$ cat config.mk
export PLATFORM = sky130hd
export DESIGN_NAME = decimal_number_tokenizer
export DESIGN_NICKNAME = d
export VERILOG_FILES = /design/src/hw/rtl/dnt_pkg.sv /design/src/hw/rtl/dnt_ctrl.sv /design/src/hw/rtl/dnt_scan.sv /design/src/hw/rtl/dnt_emit.sv /design/src/hw/rtl/decimal_number_tokenizer.sv
export SDC_FILE = /design/constraint.sdc
export NUM_CORES = 1
export LEC_CHECK = 0
export BUFFER_PORTS_ARGS = -buffer_cell sky130_fd_sc_hd__clkbuf_2
export CAP_MARGIN = 0
export CORE_MARGIN = 4
export CORE_UTILIZATION = 42
export DETAILED_ROUTE_END_ITERATION = 10
export GPL_TIMING_DRIVEN = 0
export SLEW_MARGIN = 20
export SYNTH_ARGS = -nofsm -noshare
export SYNTH_HDL_FRONTEND = slang
export SYNTH_HIERARCHICAL = 1
export SYNTH_SLANG_ARGS = --single-unit
$ cat constraint.sdc
create_clock -name clk -period 6.78 [get_ports clk]
set_clock_uncertainty 0.1 [all_clocks]
set_input_delay 1.017 -clock clk [delete_from_list [all_inputs] [get_ports clk]]
set_output_delay 1.017 -clock clk [all_outputs]
set_load 0.03 [all_outputs]
$ cat src/hw/rtl/dnt_pkg.sv
// ----------------------------------------------------------------------------
// dnt_pkg
// Shared constants, types and helpers for the decimal number tokeniser.
// ----------------------------------------------------------------------------
package dnt_pkg;

	localparam int FRAC_BITS       = 16;
	localparam int INT_BITS        = 16;
	localparam int MAX_FRAC_DIGITS = 9;

	localparam int MAG_W    = INT_BITS + FRAC_BITS;
	localparam int FACC_W   = 30;
	localparam int FDIG_W   = 4;
	localparam int VALUE_W  = 32;
	localparam int STATUS_W = 2;
	localparam int CNT_W    = (FRAC_BITS > 1) ? $clog2(FRAC_BITS) : 1;

	localparam logic [7:0] CH_TAB   = 8'h09;
	localparam logic [7:0] CH_LF    = 8'h0A;
	localparam logic [7:0] CH_CR    = 8'h0D;
	localparam logic [7:0] CH_SPACE = 8'h20;
	localparam logic [7:0] CH_HASH  = 8'h23;
	localparam logic [7:0] CH_MINUS = 8'h2D;
	localparam logic [7:0] CH_DOT   = 8'h2E;
	localparam logic [7:0] CH_0     = 8'h30;
	localparam logic [7:0] CH_9     = 8'h39;

	typedef enum logic [STATUS_W-1:0] {
		STATUS_OK        = 2'd0,
		STATUS_NO_DIGITS = 2'd1,
		STATUS_SATURATED = 2'd2
	} status_t;

	typedef struct packed {
		logic                sign;
		logic                digit;
		logic                point;
		logic                ovf;
		logic [INT_BITS-1:0] int_acc;
		logic [FACC_W-1:0]   frac_acc;
		logic [FDIG_W-1:0]   frac_dig;
	} num_t;

	typedef struct packed {
		logic accept;
		logic div_load;
		logic div_step;
		logic load_num;
		logic load_stray;
		logic num_last;
	} cmd_t;

	typedef struct packed {
		logic emit_num;
		logic emit_stray;
		logic out_free;
	} sts_t;

	function automatic logic [FACC_W-1:0] pow10(input logic [FDIG_W-1:0] n);
		logic [FACC_W-1:0] r;
		begin
			case (n)
				4'd0:    r = 30'd1;
				4'd1:    r = 30'd10;
				4'd2:    r = 30'd100;
				4'd3:    r = 30'd1000;
				4'd4:    r = 30'd10000;
				4'd5:    r = 30'd100000;
				4'd6:    r = 30'd1000000;
				4'd7:    r = 30'd10000000;
				4'd8:    r = 30'd100000000;
				default: r = 30'd1000000000;
			endcase
			return r;
		end
	endfunction

endpackage

$ cat src/hw/rtl/dnt_ctrl.sv
// ----------------------------------------------------------------------------
// dnt_ctrl
// Sequencer: takes words, runs the fraction divider, hands out results.
// ----------------------------------------------------------------------------
module dnt_ctrl (
	input  logic          clk,
	input  logic          arst_n,
	input  logic          in_valid,
	output logic          in_stall,
	input  dnt_pkg::sts_t sts,
	output dnt_pkg::cmd_t cmd
);
	import dnt_pkg::*;

	typedef enum logic [1:0] {
		ST_IDLE,
		ST_DIV,
		ST_NUM,
		ST_STRAY
	} state_t;

	state_t           state_q;
	logic [CNT_W-1:0] cnt_q;
	logic             stray_q;
	logic             accept;

	assign in_stall = (state_q != ST_IDLE);
	assign accept   = in_valid && (state_q == ST_IDLE);

	always_comb begin
		cmd            = '0;
		cmd.accept     = accept;
		cmd.div_load   = accept && sts.emit_num;
		cmd.div_step   = (state_q == ST_DIV);
		cmd.load_num   = (state_q == ST_NUM) && sts.out_free;
		cmd.load_stray = (state_q == ST_STRAY) && sts.out_free;
		cmd.num_last   = !stray_q;
	end

	always_ff @(posedge clk or negedge arst_n) begin
		if (!arst_n) begin
			state_q <= ST_IDLE;
			cnt_q   <= '0;
			stray_q <= 1'b0;
		end else begin
			unique case (state_q)
				ST_IDLE: begin
					if (accept) begin
						stray_q <= sts.emit_stray;
						if (sts.emit_num) begin
							state_q <= ST_DIV;
							cnt_q   <= CNT_W'(FRAC_BITS - 1);
						end else if (sts.emit_stray) begin
							state_q <= ST_STRAY;
						end
					end
				end
				ST_DIV: begin
					if (cnt_q == '0) begin
						state_q <= ST_NUM;
					end else begin
						cnt_q <= cnt_q - 1'b1;
					end
				end
				ST_NUM: begin
					if (sts.out_free) begin
						state_q <= stray_q ? ST_STRAY : ST_IDLE;
					end
				end
				ST_STRAY: begin
					if (sts.out_free) begin
						state_q <= ST_IDLE;
						stray_q <= 1'b0;
					end
				end
				default: state_q <= ST_IDLE;
			endcase
		end
	end

	a_div_len: assert property (@(posedge clk) disable iff (!arst_n)
		(state_q == ST_DIV && cnt_q == '0) |=> (state_q == ST_NUM))
		else $error("divider did not hand over to result stage");

	a_one_load: assert property (@(posedge clk) disable iff (!arst_n)
		!(cmd.load_num && cmd.load_stray))
		else $error("two results loaded at once");

	a_stray_follows: assert property (@(posedge clk) disable iff (!arst_n)
		(cmd.load_num && stray_q) |=> (state_q == ST_STRAY))
		else $error("stray result lost after number");

endmodule

$ cat src/hw/rtl/dnt_scan.sv
// ----------------------------------------------------------------------------
// dnt_scan
// Byte classifier and number accumulators (integer, fraction, flags).
// ----------------------------------------------------------------------------
module dnt_scan (
	input  logic          clk,
	input  logic          arst_n,
	input  logic [7:0]    char_code,
	input  logic          end_of_text,
	input  dnt_pkg::cmd_t cmd,
	output logic          emit_num,
	output logic          emit_stray,
	output dnt_pkg::num_t num
);
	import dnt_pkg::*;

	typedef enum logic [1:0] {
		MODE_SKIP    = 2'd0,
		MODE_COMMENT = 2'd1,
		MODE_NUMBER  = 2'd2
	} mode_t;

	mode_t mode_q, mode_d;
	num_t  num_q, num_d, base;

	logic                  is_ws, is_hash, is_minus, is_dot, is_digit, is_start;
	logic                  ok, handled, apply;
	logic [3:0]            dval;
	logic [INT_BITS+3:0]   int_v;
	logic [FACC_W+3:0]     frac_v;

	assign num = num_q;

	always_comb begin
		is_ws    = (char_code == CH_SPACE) || (char_code == CH_TAB) ||
			(char_code == CH_CR) || (char_code == CH_LF);
		is_hash  = (char_code == CH_HASH);
		is_minus = (char_code == CH_MINUS);
		is_dot   = (char_code == CH_DOT);
		is_digit = (char_code >= CH_0) && (char_code <= CH_9);
		is_start = is_minus || is_dot || is_digit;
		dval     = 4'(char_code - CH_0);

		ok = (is_minus && !(num_q.sign || num_q.digit)) || is_digit ||
			(is_dot && !num_q.point);

		handled    = 1'b0;
		apply      = 1'b0;
		emit_num   = 1'b0;
		emit_stray = 1'b0;
		mode_d     = mode_q;

		if (end_of_text) begin
			emit_num = (mode_q == MODE_NUMBER);
			mode_d   = MODE_SKIP;
		end else if (mode_q == MODE_COMMENT) begin
			if (char_code == CH_LF) begin
				mode_d = MODE_SKIP;
			end
		end else begin
			handled  = (mode_q == MODE_NUMBER) && ok;
			emit_num = (mode_q == MODE_NUMBER) && !ok;
			if (handled) begin
				apply = 1'b1;
			end else if (is_ws) begin
				mode_d = MODE_SKIP;
			end else if (is_hash) begin
				mode_d = MODE_COMMENT;
			end else if (is_start) begin
				mode_d = MODE_NUMBER;
				apply  = 1'b1;
			end else begin
				mode_d     = MODE_SKIP;
				emit_stray = 1'b1;
			end
		end

		base   = handled ? num_q : '0;
		int_v  = (INT_BITS+4)'(base.int_acc) * (INT_BITS+4)'(10) + (INT_BITS+4)'(dval);
		frac_v = (FACC_W+4)'(base.frac_acc) * (FACC_W+4)'(10) + (FACC_W+4)'(dval);
		num_d  = base;

		if (apply) begin
			if (is_minus) begin
				num_d.sign = 1'b1;
			end else if (is_dot) begin
				num_d.point = 1'b1;
			end else if (is_digit) begin
				num_d.digit = 1'b1;
				if (base.point) begin
					if (base.frac_dig < FDIG_W'(MAX_FRAC_DIGITS)) begin
						num_d.frac_acc = frac_v[FACC_W-1:0];
						num_d.frac_dig = base.frac_dig + 1'b1;
					end
				end else if (!base.ovf) begin
					if (int_v[INT_BITS+3:INT_BITS] != '0) begin
						num_d.ovf     = 1'b1;
						num_d.int_acc = '1;
					end else begin
						num_d.int_acc = int_v[INT_BITS-1:0];
					end
				end
			end
		end
	end

	always_ff @(posedge clk or negedge arst_n) begin
		if (!arst_n) begin
			mode_q <= MODE_SKIP;
			num_q  <= '0;
		end else if (cmd.accept) begin
			mode_q <= mode_d;
			num_q  <= num_d;
		end
	end

endmodule

$ cat src/hw/rtl/dnt_emit.sv
// ----------------------------------------------------------------------------
// dnt_emit
// Fraction divider (one quotient bit a cycle), fixed-point assembly,
// saturation and output register.
// ----------------------------------------------------------------------------
module dnt_emit (
	input  logic                                  clk,
	input  logic                                  arst_n,
	input  dnt_pkg::cmd_t                         cmd,
	input  dnt_pkg::num_t                         num,
	output logic                                  out_free,
	output logic                                  out_valid,
	input  logic                                  out_stall,
	output logic signed [dnt_pkg::VALUE_W-1:0]    value,
	output logic        [dnt_pkg::STATUS_W-1:0]   status,
	output logic                                  last_result
);
	import dnt_pkg::*;

	localparam logic [63:0] HALF = 64'd1 << (MAG_W - 1);

	logic                 sign_q, digit_q, ovf_q;
	logic [INT_BITS-1:0]  int_q;
	logic [FACC_W-1:0]    rem_q, div_q;
	logic [FRAC_BITS-1:0] quo_q;
	logic [FACC_W:0]      rem2;
	logic                 ge;

	logic                 out_valid_q, last_q;
	logic [VALUE_W-1:0]   value_q;
	status_t              status_q;

	logic [63:0]          mag, res;
	logic                 sat;

	assign rem2 = {rem_q, 1'b0};
	assign ge   = (rem2 >= {1'b0, div_q});

	always_ff @(posedge clk) begin
		if (cmd.div_load) begin
			sign_q  <= num.sign;
			digit_q <= num.digit;
			ovf_q   <= num.ovf;
			int_q   <= num.int_acc;
			rem_q   <= num.frac_acc;
			div_q   <= pow10(num.frac_dig);
			quo_q   <= '0;
		end else if (cmd.div_step) begin
			rem_q <= ge ? FACC_W'(rem2 - {1'b0, div_q}) : rem2[FACC_W-1:0];
			quo_q <= {quo_q[FRAC_BITS-2:0], ge};
		end
	end

	always_comb begin
		mag = 64'({int_q, quo_q});
		sat = ovf_q || (sign_q ? (mag > HALF) : (mag > HALF - 64'd1));
		if (sat) begin
			res = sign_q ? (64'd0 - HALF) : (HALF - 64'd1);
		end else begin
			res = sign_q ? (64'd0 - mag) : mag;
		end
	end

	assign out_free = !out_valid_q || !out_stall;

	always_ff @(posedge clk or negedge arst_n) begin
		if (!arst_n) begin
			out_valid_q <= 1'b0;
		end else if (cmd.load_num || cmd.load_stray) begin
			out_valid_q <= 1'b1;
		end else if (!out_stall) begin
			out_valid_q <= 1'b0;
		end
	end

	always_ff @(posedge clk) begin
		if (cmd.load_num) begin
			last_q <= cmd.num_last;
			if (!digit_q) begin
				value_q  <= '0;
				status_q <= STATUS_NO_DIGITS;
			end else begin
				value_q  <= res[VALUE_W-1:0];
				status_q <= sat ? STATUS_SATURATED : STATUS_OK;
			end
		end else if (cmd.load_stray) begin
			last_q   <= 1'b1;
			value_q  <= '0;
			status_q <= STATUS_NO_DIGITS;
		end
	end

	assign out_valid   = out_valid_q;
	assign value       = value_q;
	assign status      = status_q;
	assign last_result = last_q;

	a_no_overwrite: assert property (@(posedge clk) disable iff (!arst_n)
		(cmd.load_num || cmd.load_stray) |-> (!out_valid_q || !out_stall))
		else $error("waiting result overwritten");

	a_no_digits_zero: assert property (@(posedge clk) disable iff (!arst_n)
		(out_valid_q && status_q == STATUS_NO_DIGITS) |-> (value_q == '0))
		else $error("no-number result carries a value");

	a_div_quiet: assert property (@(posedge clk) disable iff (!arst_n)
		cmd.div_step |-> !(cmd.load_num || cmd.load_stray || cmd.div_load))
		else $error("divider stepped while loading");

endmodule

$ cat src/hw/rtl/decimal_number_tokenizer.sv
// ----------------------------------------------------------------------------
// decimal_number_tokenizer
// Text bytes in, signed Q16.16 numbers with status out.
//
// channel  direction  handshake            payload
// in       sink       in_valid / in_stall   char_code, end_of_text
// out      source     out_valid / out_stall value, status, last_result
//
// A word that yields no result does not stall the input. A word that ends a
// number stalls it through the DIV and NUM states: the fraction is divided by
// a power of ten one quotient bit per cycle, then the Q16.16 result is loaded.
// A stray-byte result, alone or after a number, adds the STRAY state. Input is
// stalled while results are produced or wait for an output held by out_stall.
// Reset is asynchronous and empties the output register.
// ----------------------------------------------------------------------------
module decimal_number_tokenizer (
	input  logic                                clk,
	input  logic                                arst_n,
	input  logic                                in_valid,
	output logic                                in_stall,
	input  logic [7:0]                          char_code,
	input  logic                                end_of_text,
	output logic                                out_valid,
	input  logic                                out_stall,
	output logic signed [dnt_pkg::VALUE_W-1:0]  value,
	output logic        [dnt_pkg::STATUS_W-1:0] status,
	output logic                                last_result
);
	import dnt_pkg::*;

	cmd_t cmd;
	sts_t sts;
	num_t num;
	logic emit_num, emit_stray, out_free;

	always_comb begin
		sts            = '0;
		sts.emit_num   = emit_num;
		sts.emit_stray = emit_stray;
		sts.out_free   = out_free;
	end

	dnt_ctrl u_ctrl (
		.clk      (clk),
		.arst_n   (arst_n),
		.in_valid (in_valid),
		.in_stall (in_stall),
		.sts      (sts),
		.cmd      (cmd)
	);

	dnt_scan u_scan (
		.clk         (clk),
		.arst_n      (arst_n),
		.char_code   (char_code),
		.end_of_text (end_of_text),
		.cmd         (cmd),
		.emit_num    (emit_num),
		.emit_stray  (emit_stray),
		.num         (num)
	);

	dnt_emit u_emit (
		.clk         (clk),
		.arst_n      (arst_n),
		.cmd         (cmd),
		.num         (num),
		.out_free    (out_free),
		.out_valid   (out_valid),
		.out_stall   (out_stall),
		.value       (value),
		.status      (status),
		.last_result (last_result)
	);

endmodule

==> reports/results.tsv <==
stage	metric	value	unit
clock_tree	cts_setup_buffers	0	
min_path	worstHoldPathType	flop to flop	
pwr	power_density	350.7	nW/um^2
setup_path	critPathRequiredTime	7.00	ns
global_route	grt_max_degree	37	
sta	setup_viol	0	
flow_run	cap_viol_max_count	0	
setup_path	start_kind	input pin	
routing	wl_per_cell	17.19	um
synthesis	yosys_warnings	6	
setup_path	path_class	input pin to flop	
setup_path	critical_path.endpoint_type	flop	
clock_tree	clkLatencyLatePin	0.43	ns
clock_tree	numCtsBuffers	17	
setup_path	startpoint	char_code[1]	
die	initial_utilization	42.98	%
routing	vias_per_cell	5.613	
synthesis	netlist_area	14560	sq um
synthesis	ys_seq_elements	187	
synthesis	synth_top_area_share	22.08	%
routing	ant_nets	0	
sta	fin_crit	6.355	ns
pwr	power.total	5610	uW
die	die_height	194.2	um
clock_tree	root_buffer	clkbuf_16	
global_route	grt_usage	19.31	%
final_layout	drive_gt1_share	8.484	%
min_path	holdCritStartpoint	u_scan/num[35]$_DFFE_PN0P_	
global_route	globalRouteMet3Util	2.572	%
synthesis	ys_top_cells_by_area	edfxtp_1, dfrtp_1, ha_1	
pwr	power.leakage	0.006934	uW
setup_path	rr_startpoint	u_scan/num[53]$_DFFE_PN0P_	
global_route	use_met2	30.61	%
global_route	grt.met1_usage	28.50	%
sta	slew_viol_final	0	
sta	fmaxAchievable	157.4	MHz
sta	tightest_slew	0.8470	ns
setup_path	critical_path.top_delay_family	compound AO/OA/AOI/OAI gates	
sta	finalSetupTns	0	ns
sta	finalCritPeriodShare	93.73	%
routing	drt_first_pass_iters	7	
final_layout	seq_area	5135	sq um
final_layout	multiInputGateArea	8871	sq um
final_layout	diodes	0	
synthesis	synthCells	1627	
global_route	grt_overflow	0	
global_route	grt_first_pass_wirelength	60850	um
setup_path	arrival	6.57	ns
min_path	holdPathStages	0	
final_layout	final_nets	1835	
placement	dp_hpwl	28920	um
sta	rsz0062_at_grt	false	
synthesis	synth_fp_nets	1766	
clock_tree	path_clk_slew	0.07	ns
synthesis	synth_area_leader_cell	edfxtp_1	
clock_tree	cts_tree	done	
global_route	busiest_layer	met2	
setup_path	crit_chain	clkbuf_2 -> nor4b_1 -> o2111a_1 -> o21a_1 -> clkbuf_2 -> clkbuf_2 -> and2_1 -> ha_1 -> ha_1 -> nor2b_1 -> o21a_1 -> o21a_1 -> nand4bb_1 -> a2111oi_4 -> nand3_1 -> nor4_1 -> mux2_2 -> buf_4 -> o31ai_1 -> nand2_1	
placement	gp_congestion	0.9163	
routing	drc	0	
die	die_w	194.2	um
global_route	grt_pass1_vias	11730	
clock_tree	cts_hold_buf	0	
synthesis	synth-edff-count	107	
clock_tree	htreeDepth	4	
clock_tree	cts_sinks	187	
synthesis	ys_dominant_reg_cell	edfxtp_1	
routing	num_vias	12110	
global_route	grt_antenna_before_repair	0	
setup_path	slowest_delay	0.45	ns
synthesis	avgSynthCellArea	8.946	sq um
setup_path	reg2reg_slack	0.83	ns
status	status	complete, no violations	
synthesis	ys_seq_area_share	35.28	%
routing	drt_iter0_drc	789	
setup_path	worstReg2RegEnd	u_scan/num[40]$_DFFE_PN0P_	
die	die_area	37700	sq um
placement	place.port_buffers	48	
sta	hold_viol_final	0	
setup_path	reg2reg_depth	19	
clock_tree	clockBufferDepth	2	
synthesis	synth-async-reset-ratio	34.22	%
final_layout	synthToLayoutAreaGrowth	9.903	%
die	io_pins	50	
pwr	peakVddDrop	0.1714	mV
setup_path	worst-path-max-fanout	10	
sta	slew_headroom	43.54	%
routing	routed_wl	37090	um
final_layout	fillerInstances	3318	
setup_path	crit_slowest_cell	nor4b_1	
die	row_count	67	
min_path	hold_end	u_emit/int_q[1]$_DFFE_PP_	
setup_path	path_buf_inv	4	
synthesis	synth_cell_types	92	
die	core	33870	sq um
## layer usage
metal	wire, um	vias to the layer above
li1	-	6085
met1	18810	5773
met2	16660	226
met3	1320	23
met4	306	0
met5	0	-
## state kept, by name (all words and copies together) (netlist names), 2 cells and up
register / count
u_scan/num: 54
u_emit/rem_q: 30
u_ctrl/cnt_q: 4
u_scan/mode_q: 2
u_ctrl/state_q: 2
u_emit/quo_q: 16
u_emit/value: 32
u_emit/status: 2
u_emit/div_q: 23
u_emit/int_q: 16
## worst max path at each step
stage                                 end  slack [ns]  depth (start not counted)
6_report       u_scan/num[40]$_DFFE_PN0P_        0.42                         20
5_1_grt        u_scan/num[30]$_DFFE_PN0P_        0.13                         22
4_1_cts        u_scan/num[40]$_DFFE_PN0P_        0.12                         21
3_5_place_dp   u_scan/num[40]$_DFFE_PN0P_       -0.47                         21
3_3_place_gp   u_scan/num[40]$_DFFE_PN0P_       -0.43                         21
2_1_floorplan  u_scan/num[32]$_DFFE_PN0P_        1.04                         21
## kinds of logic (layout without fill, tap and decap cells)
group | count (synthesis) | after routing | synth area share [%]
and+or+nand+nor | 599 | 599 | 21.02
AOI/OAI and AO/OA | 423 | 423 | 19.29
DFF | 187 | 187 | 35.28
buffers and inverters | 143 | 225 | 3.843
adders and majority gates | 126 | 126 | 11.04
xor gates and xnor gates | 98 | 98 | 5.949
muxes | 51 | 51 | 3.585
## report_power, final
group / leakage, uW / switching [uW] / total [uW] / internal, uW
Sequential: 0.00201 / 216 / 1890 / 1680
Clock: 0.000292 / 458 / 993 / 535
Combinational: 0.00463 / 1700 / 2720 / 1020
Total: 0.00693 / 2370 / 5610 / 3240
## synthesized netlist by cell type, types with 32 or more instances
cell type,count
and2_1,51
nand3_1,32
nor3_1,49
clkbuf_1,55
mux2i_1,45
inv_1,74
nand2_1,158
nor2_1,144
a21oi_1,93
edfxtp_1,107
o21ai_0,107
dfrtp_1,64
ha_1,122
xor2_1,41
xnor2_1,56
## placed cells by master, fill, tap and decap left out, types with 8 or more instances in the layout
cell	synthesis	layout
xor2_1	41	41
a31oi_1	18	18
o21ai_1	11	11
nor4_1	14	14
o22a_1	14	14
ha_1	122	122
nor2_1	144	144
dfxtp_1	16	16
nand4_1	13	13
mux2i_1	45	45
xnor2_1	56	56
and2_1	51	50
dfrtp_1	64	64
inv_1	74	74
edfxtp_1	107	107
nor3_1	49	49
a21oi_1	93	92
a21o_1	28	28
nand2_1	158	158
o21a_1	16	16
or3_1	17	17
nor2b_1	15	15
or2_2	8	8
o21bai_1	8	8
o31ai_1	19	19
nand3_1	32	32
clkbuf_1	55	53
clkbuf_2	0	50
a211oi_1	23	23
nor3b_1	23	22
clkbuf_16	0	18
and3_1	10	10
o21ai_0	107	107
o211ai_1	14	14
nand2b_1	28	28
buf_2	9	9
## worst register-to-register path, cell delays in order (launching register included)
cell       delay (ns)
dfrtp_1          0.40
nor4b_1          0.41
o2111a_1         0.31
o21a_1           0.32
clkbuf_2         0.33
clkbuf_2         0.32
and2_1           0.23
ha_1             0.25
ha_1             0.34
nor2b_1          0.15
o21a_1           0.19
o21a_1           0.25
nand4bb_1        0.31
a2111oi_4        0.44
nand3_1          0.17
nor4_1           0.33
mux2_2           0.43
buf_4            0.18
o31ai_1          0.29
nand2_1          0.08
## final cells by class
class                           instances  share of cell area, %
Timing Repair Buffer                   50                  1.768
Tap cell                              448                  3.504
Multi-Input combinational cell       1297                  55.46
Clock buffer                           22                  3.097
Buffer                                 69                  1.783
Sequential cell                       187                  32.10
Inverter                               74                  1.736
Clock inverter                         10                 0.5553
## stage by stage
stage	cell area [sq um]	cells	util (%)	hold WS (ns)	worst slack, ns
2_1_floorplan	14560	1627	-	0.3231	1.045
3_3_place_gp	15360	2123	45.34	0.3312	-0.4259
3_5_place_dp	15400	2125	45.47	0.3481	-0.4706
4_1_cts	15990	2157	47.20	0.3648	0.1230
5_1_grt	16000	2157	47.23	0.3916	0.1292
6_report	16000	2157	47.23	0.3612	0.4249
## repair_timing
item	CTS	global route
gates resized for setup	1	6
pin swaps	0	0
hold endpoints to repair	0	0
endpoints found under the setup margin	8	23
Note: power is estimated with default switching activity, not from simulation.
